<file path="src/hw/rtl/voxel_surface_shell_search_core_macros.svh">
// Assertion helpers for the core's modules; only the control module uses them.
// Both sample on aclk and are held off while aresetn is low.
`ifndef VOXEL_SURFACE_SHELL_SEARCH_CORE_MACROS_SVH
`define VOXEL_SURFACE_SHELL_SEARCH_CORE_MACROS_SVH

`define VSS_ASSERT(lbl, prop, msg) \
    lbl: assert property (@(posedge aclk) disable iff (!aresetn) (prop)) else $error(msg);

`define VSS_NEVER(lbl, expr, msg) \
    `VSS_ASSERT(lbl, !(expr), msg)

`endif

</file>
<file path="src/hw/rtl/vss_pkg.sv">
package vss_pkg;

    localparam int MAX_DIM       = 64;
    localparam int SEARCH_SHELLS = 8;
    localparam int STORE_BYTES   = 32768;

    localparam int COORD_W  = 6;
    localparam int GRID_W   = 7;
    localparam int ADDR_W   = 15;
    localparam int BYTE_W   = 8;
    localparam int RAD_W    = 3;
    localparam int POS_W    = 8;   // candidate/neighbour coordinate, signed
    localparam int OFF_W    = 4;   // shell offset, signed
    localparam int IDX_W    = 18;  // voxel index inside the grid
    localparam int NB_COUNT = 7;   // centre plus six neighbours
    localparam int NB_CNT_W = 3;
    localparam int SHELL_MAX = SEARCH_SHELLS - 1;

    localparam logic OP_LOAD   = 1'b0;
    localparam logic OP_SEARCH = 1'b1;

    localparam logic [1:0] REG_GRID_X = 2'd0;
    localparam logic [1:0] REG_GRID_Y = 2'd1;
    localparam logic [1:0] REG_GRID_Z = 2'd2;

    typedef enum logic [1:0] {
        ST_EMPTY   = 2'd0,
        ST_SURFACE = 2'd1,
        ST_SHELL   = 2'd2,
        ST_NONE    = 2'd3
    } status_t;

    typedef struct packed {
        logic               op;
        logic [ADDR_W-1:0]  load_address;
        logic [BYTE_W-1:0]  load_byte;
        logic [COORD_W-1:0] start_x;
        logic [COORD_W-1:0] start_y;
        logic [COORD_W-1:0] start_z;
    } in_t;

    typedef struct packed {
        logic [COORD_W-1:0] found_x;
        logic [COORD_W-1:0] found_y;
        logic [COORD_W-1:0] found_z;
        status_t            status;
        logic [RAD_W-1:0]   shell_radius;
    } out_t;

    typedef struct packed {
        logic [GRID_W-1:0] gx;
        logic [GRID_W-1:0] gy;
        logic [GRID_W-1:0] gz;
    } grid_t;

    typedef struct packed {
        logic    load;
        logic    start;
        logic    issue;
        logic    capture;
        logic    begin_scan;
        logic    advance;
        logic    push;
        status_t code;
    } cmd_t;

    typedef struct packed {
        logic issue_last;
        logic pipe_idle;
        logic first_cand;
        logic centre_solid;
        logic surface;
        logic last_cand;
        logic out_free;
    } stat_t;

endpackage

</file>
<file path="src/hw/rtl/vss_ctrl.sv">
`include "voxel_surface_shell_search_core_macros.svh"

module vss_ctrl (
    input  logic           aclk,
    input  logic           aresetn,
    input  logic           in_valid,
    input  logic           in_op,
    output logic           in_ready,
    input  vss_pkg::stat_t stat,
    output vss_pkg::cmd_t  cmd
);

    typedef enum logic [2:0] {
        S_IDLE,
        S_ISSUE,
        S_WAIT,
        S_EVAL,
        S_DONE
    } state_t;

    state_t state_reg, state_next;

    always_comb begin
        state_next = state_reg;
        cmd        = '0;
        cmd.code   = vss_pkg::ST_EMPTY;
        in_ready   = 1'b0;
        unique case (state_reg)
            S_IDLE: begin
                in_ready = 1'b1;
                if (in_valid) begin
                    if (in_op == vss_pkg::OP_LOAD) begin
                        cmd.load = 1'b1;
                    end else begin
                        cmd.start  = 1'b1;
                        state_next = S_ISSUE;
                    end
                end
            end
            S_ISSUE: begin
                cmd.issue = 1'b1;
                if (stat.issue_last) begin
                    state_next = S_WAIT;
                end
            end
            S_WAIT: begin
                if (stat.pipe_idle) begin
                    state_next = S_EVAL;
                end
            end
            S_EVAL: begin
                if (stat.first_cand) begin
                    priority if (!stat.centre_solid) begin
                        cmd.capture = 1'b1;
                        cmd.code    = vss_pkg::ST_EMPTY;
                        state_next  = S_DONE;
                    end else if (stat.surface) begin
                        cmd.capture = 1'b1;
                        cmd.code    = vss_pkg::ST_SURFACE;
                        state_next  = S_DONE;
                    end else begin
                        cmd.begin_scan = 1'b1;
                        state_next     = S_ISSUE;
                    end
                end else begin
                    priority if (stat.surface) begin
                        cmd.capture = 1'b1;
                        cmd.code    = vss_pkg::ST_SHELL;
                        state_next  = S_DONE;
                    end else if (stat.last_cand) begin
                        cmd.capture = 1'b1;
                        cmd.code    = vss_pkg::ST_NONE;
                        state_next  = S_DONE;
                    end else begin
                        cmd.advance = 1'b1;
                        state_next  = S_ISSUE;
                    end
                end
            end
            S_DONE: begin
                if (stat.out_free) begin
                    cmd.push   = 1'b1;
                    state_next = S_IDLE;
                end
            end
            default: state_next = S_IDLE;
        endcase
    end

    always_ff @(posedge aclk) begin
        if (!aresetn) begin
            state_reg <= S_IDLE;
        end else begin
            state_reg <= state_next;
        end
    end

    `VSS_ASSERT(a_idle_pipe_empty, (state_reg == S_IDLE) |-> stat.pipe_idle, "lookups left over in idle")
    `VSS_ASSERT(a_eval_after_drain, (state_reg == S_EVAL) |-> stat.pipe_idle, "evaluation before all lookups returned")
    `VSS_ASSERT(a_push_needs_room, cmd.push |-> stat.out_free, "result pushed over an unread beat")
    `VSS_NEVER(a_no_scan_past_end, cmd.advance && stat.last_cand, "scan stepped past the last shell")

endmodule

</file>
<file path="config.mk">
export PLATFORM = sky130hd
export DESIGN_NAME = vss_ctrl
export DESIGN_NICKNAME = d
export VERILOG_FILES = /design/src/hw/rtl/vss_pkg.sv /design/src/hw/rtl/vss_ctrl.sv
export VERILOG_INCLUDE_DIRS = /design/src /design/src/hw/rtl
export SDC_FILE = /design/constraint.sdc
export NUM_CORES = 1
export LEC_CHECK = 0
export BUFFER_PORTS_ARGS = -buffer_cell sky130_fd_sc_hd__buf_2
export CORE_AREA = 2 2 39 41
export CTS_BUF_LIST = sky130_fd_sc_hd__clkbuf_2
export DETAILED_ROUTE_END_ITERATION = 16
export DIE_AREA = 0 0 41 43
export PLACE_DENSITY = 0.56
export SYNTH_ARGS = -nofsm -noshare
export SYNTH_HDL_FRONTEND = slang
export SYNTH_SLANG_ARGS = --single-unit
</file>
<file path="constraint.sdc">
create_clock -name aclk -period 1.6 [get_ports aclk]
set_input_delay 0.4 -clock aclk [delete_from_list [all_inputs] [get_ports aclk]]
set_output_delay 0.4 -clock aclk [all_outputs]
set_load 0.01 [all_outputs]
</file>
Yosys cells after proc, flatten, opt, wreduce, memory -nomap -nowiden

Index checks and enable logic that the tools add are counted.

Bits in registers: 3
Latch bits: 0
Bits in writable memories: 0
Bits in read-only memories: 0
Input bits: 11
Word-level logic and storage cells: 49
Memories: 0

Add/sub/neg operators: 0
Multipliers: 0
Div/mod/pow operators: 0
$lt $le $gt $ge: 0
Equality and inequality tests: 9
Shift operators: 0
Multiplexer cells: 37
Bitwise operators: 0
Reductions and logical operators: 2

Operator list:

| kind                                           | count |
|---|---|
| two-way mux 3 bit                              | 11 |
| two-way mux 1 bit                              | 19 |
| one-hot mux 3 bit (5 select lines)             | 1 |
| two-way mux 2 bit                              | 6 |
| != test 2 bit (second input constant)          | 5 |
| == test 3 x 2 -> 1 bit (second input constant) | 2 |
| AND reduction 5 bit                            | 1 |
| == test 3 x 1 -> 1 bit (second input constant) | 1 |
| == test 3 bit (second input constant)          | 1 |
| zero test 3 bit                                | 1 |

Depth between registers and ports, before layout

Depth after elaboration: 4
Depth in mapped cells: 5
Mapped depth without buffers: 4

Worst setup path after synthesis

Ideal clock, no wire load.

Kind: flip-flop to output port
Start point: register state_reg[1]
End point: output cmd[8] (netlist bit)
Data arrival time: 0.921 ns
Data required time: 1.200 ns
Slack: 0.279 ns
Stages on the path, launching flop included: 5
Path buffers: 1
Path through: dfxtp_1 buf_2 nor3_2 nand2_1 nor2_1

RTL lines:

| item                   | line           | source |
|---|---|---|
| from (decl)            | vss_ctrl.sv:21 | `state_t state_reg, state_next;` |
| from (signal assigned) | vss_ctrl.sv:94 | `state_reg <= state_next;` |
| to (decl)              | vss_ctrl.sv:10 | `output vss_pkg::cmd_t cmd` |

==> out/qor.txt <==
Status -> finished clean
Critical Path Sink Type -> output pin
Grt ovf -> 0
End of the worst register-to-register path -> state_reg[1]
Drt pass-1 iters -> 2
CP max stage cell -> or2_4
CP peak stage delay -> 0.26 ns
FF+latch count, synth -> 3
RSZ-0062 raised after global routing -> no
FF/Latch Area -> 63.8 µm²
Die area -> 1760 µm²
Routed via count -> 341
RD Place Congestion -> 0.608
Clk Latency, worst-skew pair -> 0.20 ns
CP startpoint -> stat[4]
# diodes -> 0
R2r setup slk -> 0.66 ns
Fillers -> 156
H-tree depth -> 1
Warnings, synthesis -> 0
Area growth, synth to finish -> 53.1%
Worst vdd ir -> 142 µV
Initial Utilization -> 0.206
Avg Inst Size Synth -> 7.71 µm²
Slew @ Worst Pin -> 0.260 ns
Drt total wl -> 690 µm
Postcts setup bufs -> 0
Tcrit/Tclk final -> 0.954
Worst-path clk slew -> 0.04 ns
Initial drt markers -> 4
Max reg flops -> 3
Port bufs -> 20
Clk buf depth -> 2
Pin count of the biggest net entering global routing -> 8
Fin cells -> 77
DP HPWL -> 553 µm
Fin nets -> 73
Core area -> 1380 µm²
Crit path kind -> in2out
CP arrival -> 1.13 ns
Pleak -> 0.000245 µW
CTS tree -> done
Mean routed wirelength per cell -> 8.96 µm
Clock Skew -> 0.00395 ns
Root Buffer -> clkbuf_2
Site Rows -> 14
Die height -> 43 µm
Vias per cell -> 4.43
Worst R2R Path Depth -> 4
HP Class -> in2reg
Initial antenna violation count -> 0
First-pass GRT wire length -> 993 µm
# hold bufs at CTS -> 0
Maximum clock frequency -> 0.655 GHz
Synth cell types -> 23
Post-synthesis sequential area ratio -> 0.211
# setup viols final -> 0
Max-slew headroom -> 0.824
Vias in the first global route -> 269
FF-to-FF Start -> state_reg[1]
Setup crit start kind -> input pin
Max-cap violations -> 0
CTS sink cnt -> 3
Syn nets -> 48
Share of cells above drive strength 1 -> 0.574
Worst path required time -> 1.20 ns
Die width -> 41 µm
DR DRC count -> 0
Final Hold Violating Endpoints -> 0
Multi-input gate area -> 221 µm²
Fin crit period -> 1.53 ns
Cells after synthesis -> 37
Critical path's most frequent cell -> buf_2
Setup TNS -> 0 ns
Num CTS Buffers -> 3
Final Max Tran Viols -> 0
I/O Pins -> 21
Placed cell count -> 73
Final ANT Viol Nets -> 0
Power per Cell Area -> 598 nW/µm²
Worst-path cell chain -> buf_2, or2_4, a21oi_4, nor2_2, buf_2
Crit path to -> cmd[5]
Worst-path fanout max -> 5
Cell Area, Synth -> 285 µm²
GRT Util Overall -> 0.0842
==> layer usage <==
metal	GRT usage	vias to the layer above	part of all wire
met5	0	-	0
met3	0.0314	0	0.10
li1	-	178	-
met1	0.0863	145	0.44
met2	0.131	18	0.45
met4	0.0600	0	0
==> layout make-up <==
class / count / area share
multi-input combinational: 32 / 0.507
timing repair buffer: 21 / 0.246
sequential: 3 / 0.146
clock buffer: 4 / 0.0458
tap: 16 / 0.0458
inverter: 1 / 0.00860
==> worst max-delay path: cells and delay by family <==
kind | cells | cell delay (ns)
AND/OR/NAND/NOR | 2 | 0.31
AO/OA/AOI/OAI | 1 | 0.16
buffers and inverters | 2 | 0.25
==> cells in the mapped netlist <==
cell type | count | area [µm²]
nor2_1 | 4 | 15.0
nor4bb_1 | 1 | 10.0
nand2_1 | 5 | 18.8
inv_1 | 1 | 3.75
nor2b_1 | 1 | 6.26
mux2i_1 | 1 | 10.0
nor3b_1 | 1 | 7.51
nor3_2 | 1 | 10.0
nand3b_4 | 1 | 20.0
o21ai_0 | 1 | 5.00
buf_2 | 1 | 5.00
nand3_1 | 4 | 20.0
o21a_1 | 1 | 7.51
dfxtp_1 | 3 | 60.1
nor4b_1 | 1 | 8.76
nor3b_2 | 1 | 12.5
nand3b_1 | 1 | 7.51
and3_1 | 1 | 6.26
or2_4 | 1 | 8.76
a21oi_4 | 1 | 16.3
a21oi_1 | 1 | 5.00
nor3_1 | 3 | 15.0
nor2_2 | 1 | 6.26
==> stage by stage <==
| step | setup slack (ns) | area [µm²] | total power [µW] | utilization | hold WS [ns] |
|---|---|---|---|---|---|
| floorplan | 0.279 | 285 | 124 | - | 0.518 |
| finish | 0.0732 | 437 | 261 | 0.316 | 0.464 |
| CTS | 0.0225 | 429 | 264 | 0.310 | 0.461 |
| global route | 0.0182 | 437 | 283 | 0.316 | 0.462 |
| detailed placement | 0.0690 | 408 | 157 | 0.295 | 0.580 |
| global placement | 0.0763 | 408 | 156 | 0.295 | 0.580 |
==> power breakdown <==
part | internal, µW | leakage, µW | switching, µW
registers | 79.7 | 0.0000258 | 8.60
logic | 34.6 | 0.000203 | 34.2
clock network | 66.0 | 0.0000166 | 37.8
total | 180 | 0.000245 | 80.6
==> cell usage in the layout (no fill, tap or decap) <==
| cell type | count |
|---|---|
| nor2_2 | 1 |
| clkbuf_2 | 4 |
| dfxtp_2 | 3 |
| nand3_1 | 4 |
| buf_4 | 1 |
| nor2_1 | 4 |
| or2_4 | 1 |
| a21oi_1 | 1 |
| nand3b_4 | 1 |
| nand3b_1 | 1 |
| nor2b_1 | 1 |
| nor3_2 | 2 |
| and3_1 | 1 |
| inv_1 | 1 |
| nor4bb_1 | 1 |
| o21a_1 | 1 |
| buf_2 | 20 |
| nor3b_1 | 1 |
| nor3_1 | 2 |
| mux2i_1 | 1 |
| o21ai_0 | 1 |
| a21oi_4 | 1 |
| nand2_1 | 5 |
| nor4b_1 | 1 |
| nor3b_2 | 1 |
==> what timing repair did <==
| action | 4_1_cts | 5_1_grt |
|---|---|---|
| pin swaps | 0 | 1 |
| gates resized for setup | 1 | 3 |
| endpoints found under the setup margin | 3 | 5 |
==> how the worst min path moves through the flow <==
stage | start | to | cells past startpoint
after floorplan | aresetn | state_reg[2] | 1
after global placement | state_reg[2] | state_reg[1] | 1
after detailed placement | state_reg[2] | state_reg[1] | 1
after CTS | aresetn | state_reg[2] | 2
after global routing | aresetn | state_reg[2] | 2
final | aresetn | state_reg[2] | 2
==> cell families (layout without fill, tap and decap cells) <==
kind of cell,after synthesis,count (layout),synth area share
compound gates,4,4,0.118
mux,1,1,0.0351
simple gates,27,27,0.605
flops,3,3,0.211
buf+inv,2,26,0.0307
Note: power is estimated with default switching activity, not from simulation.
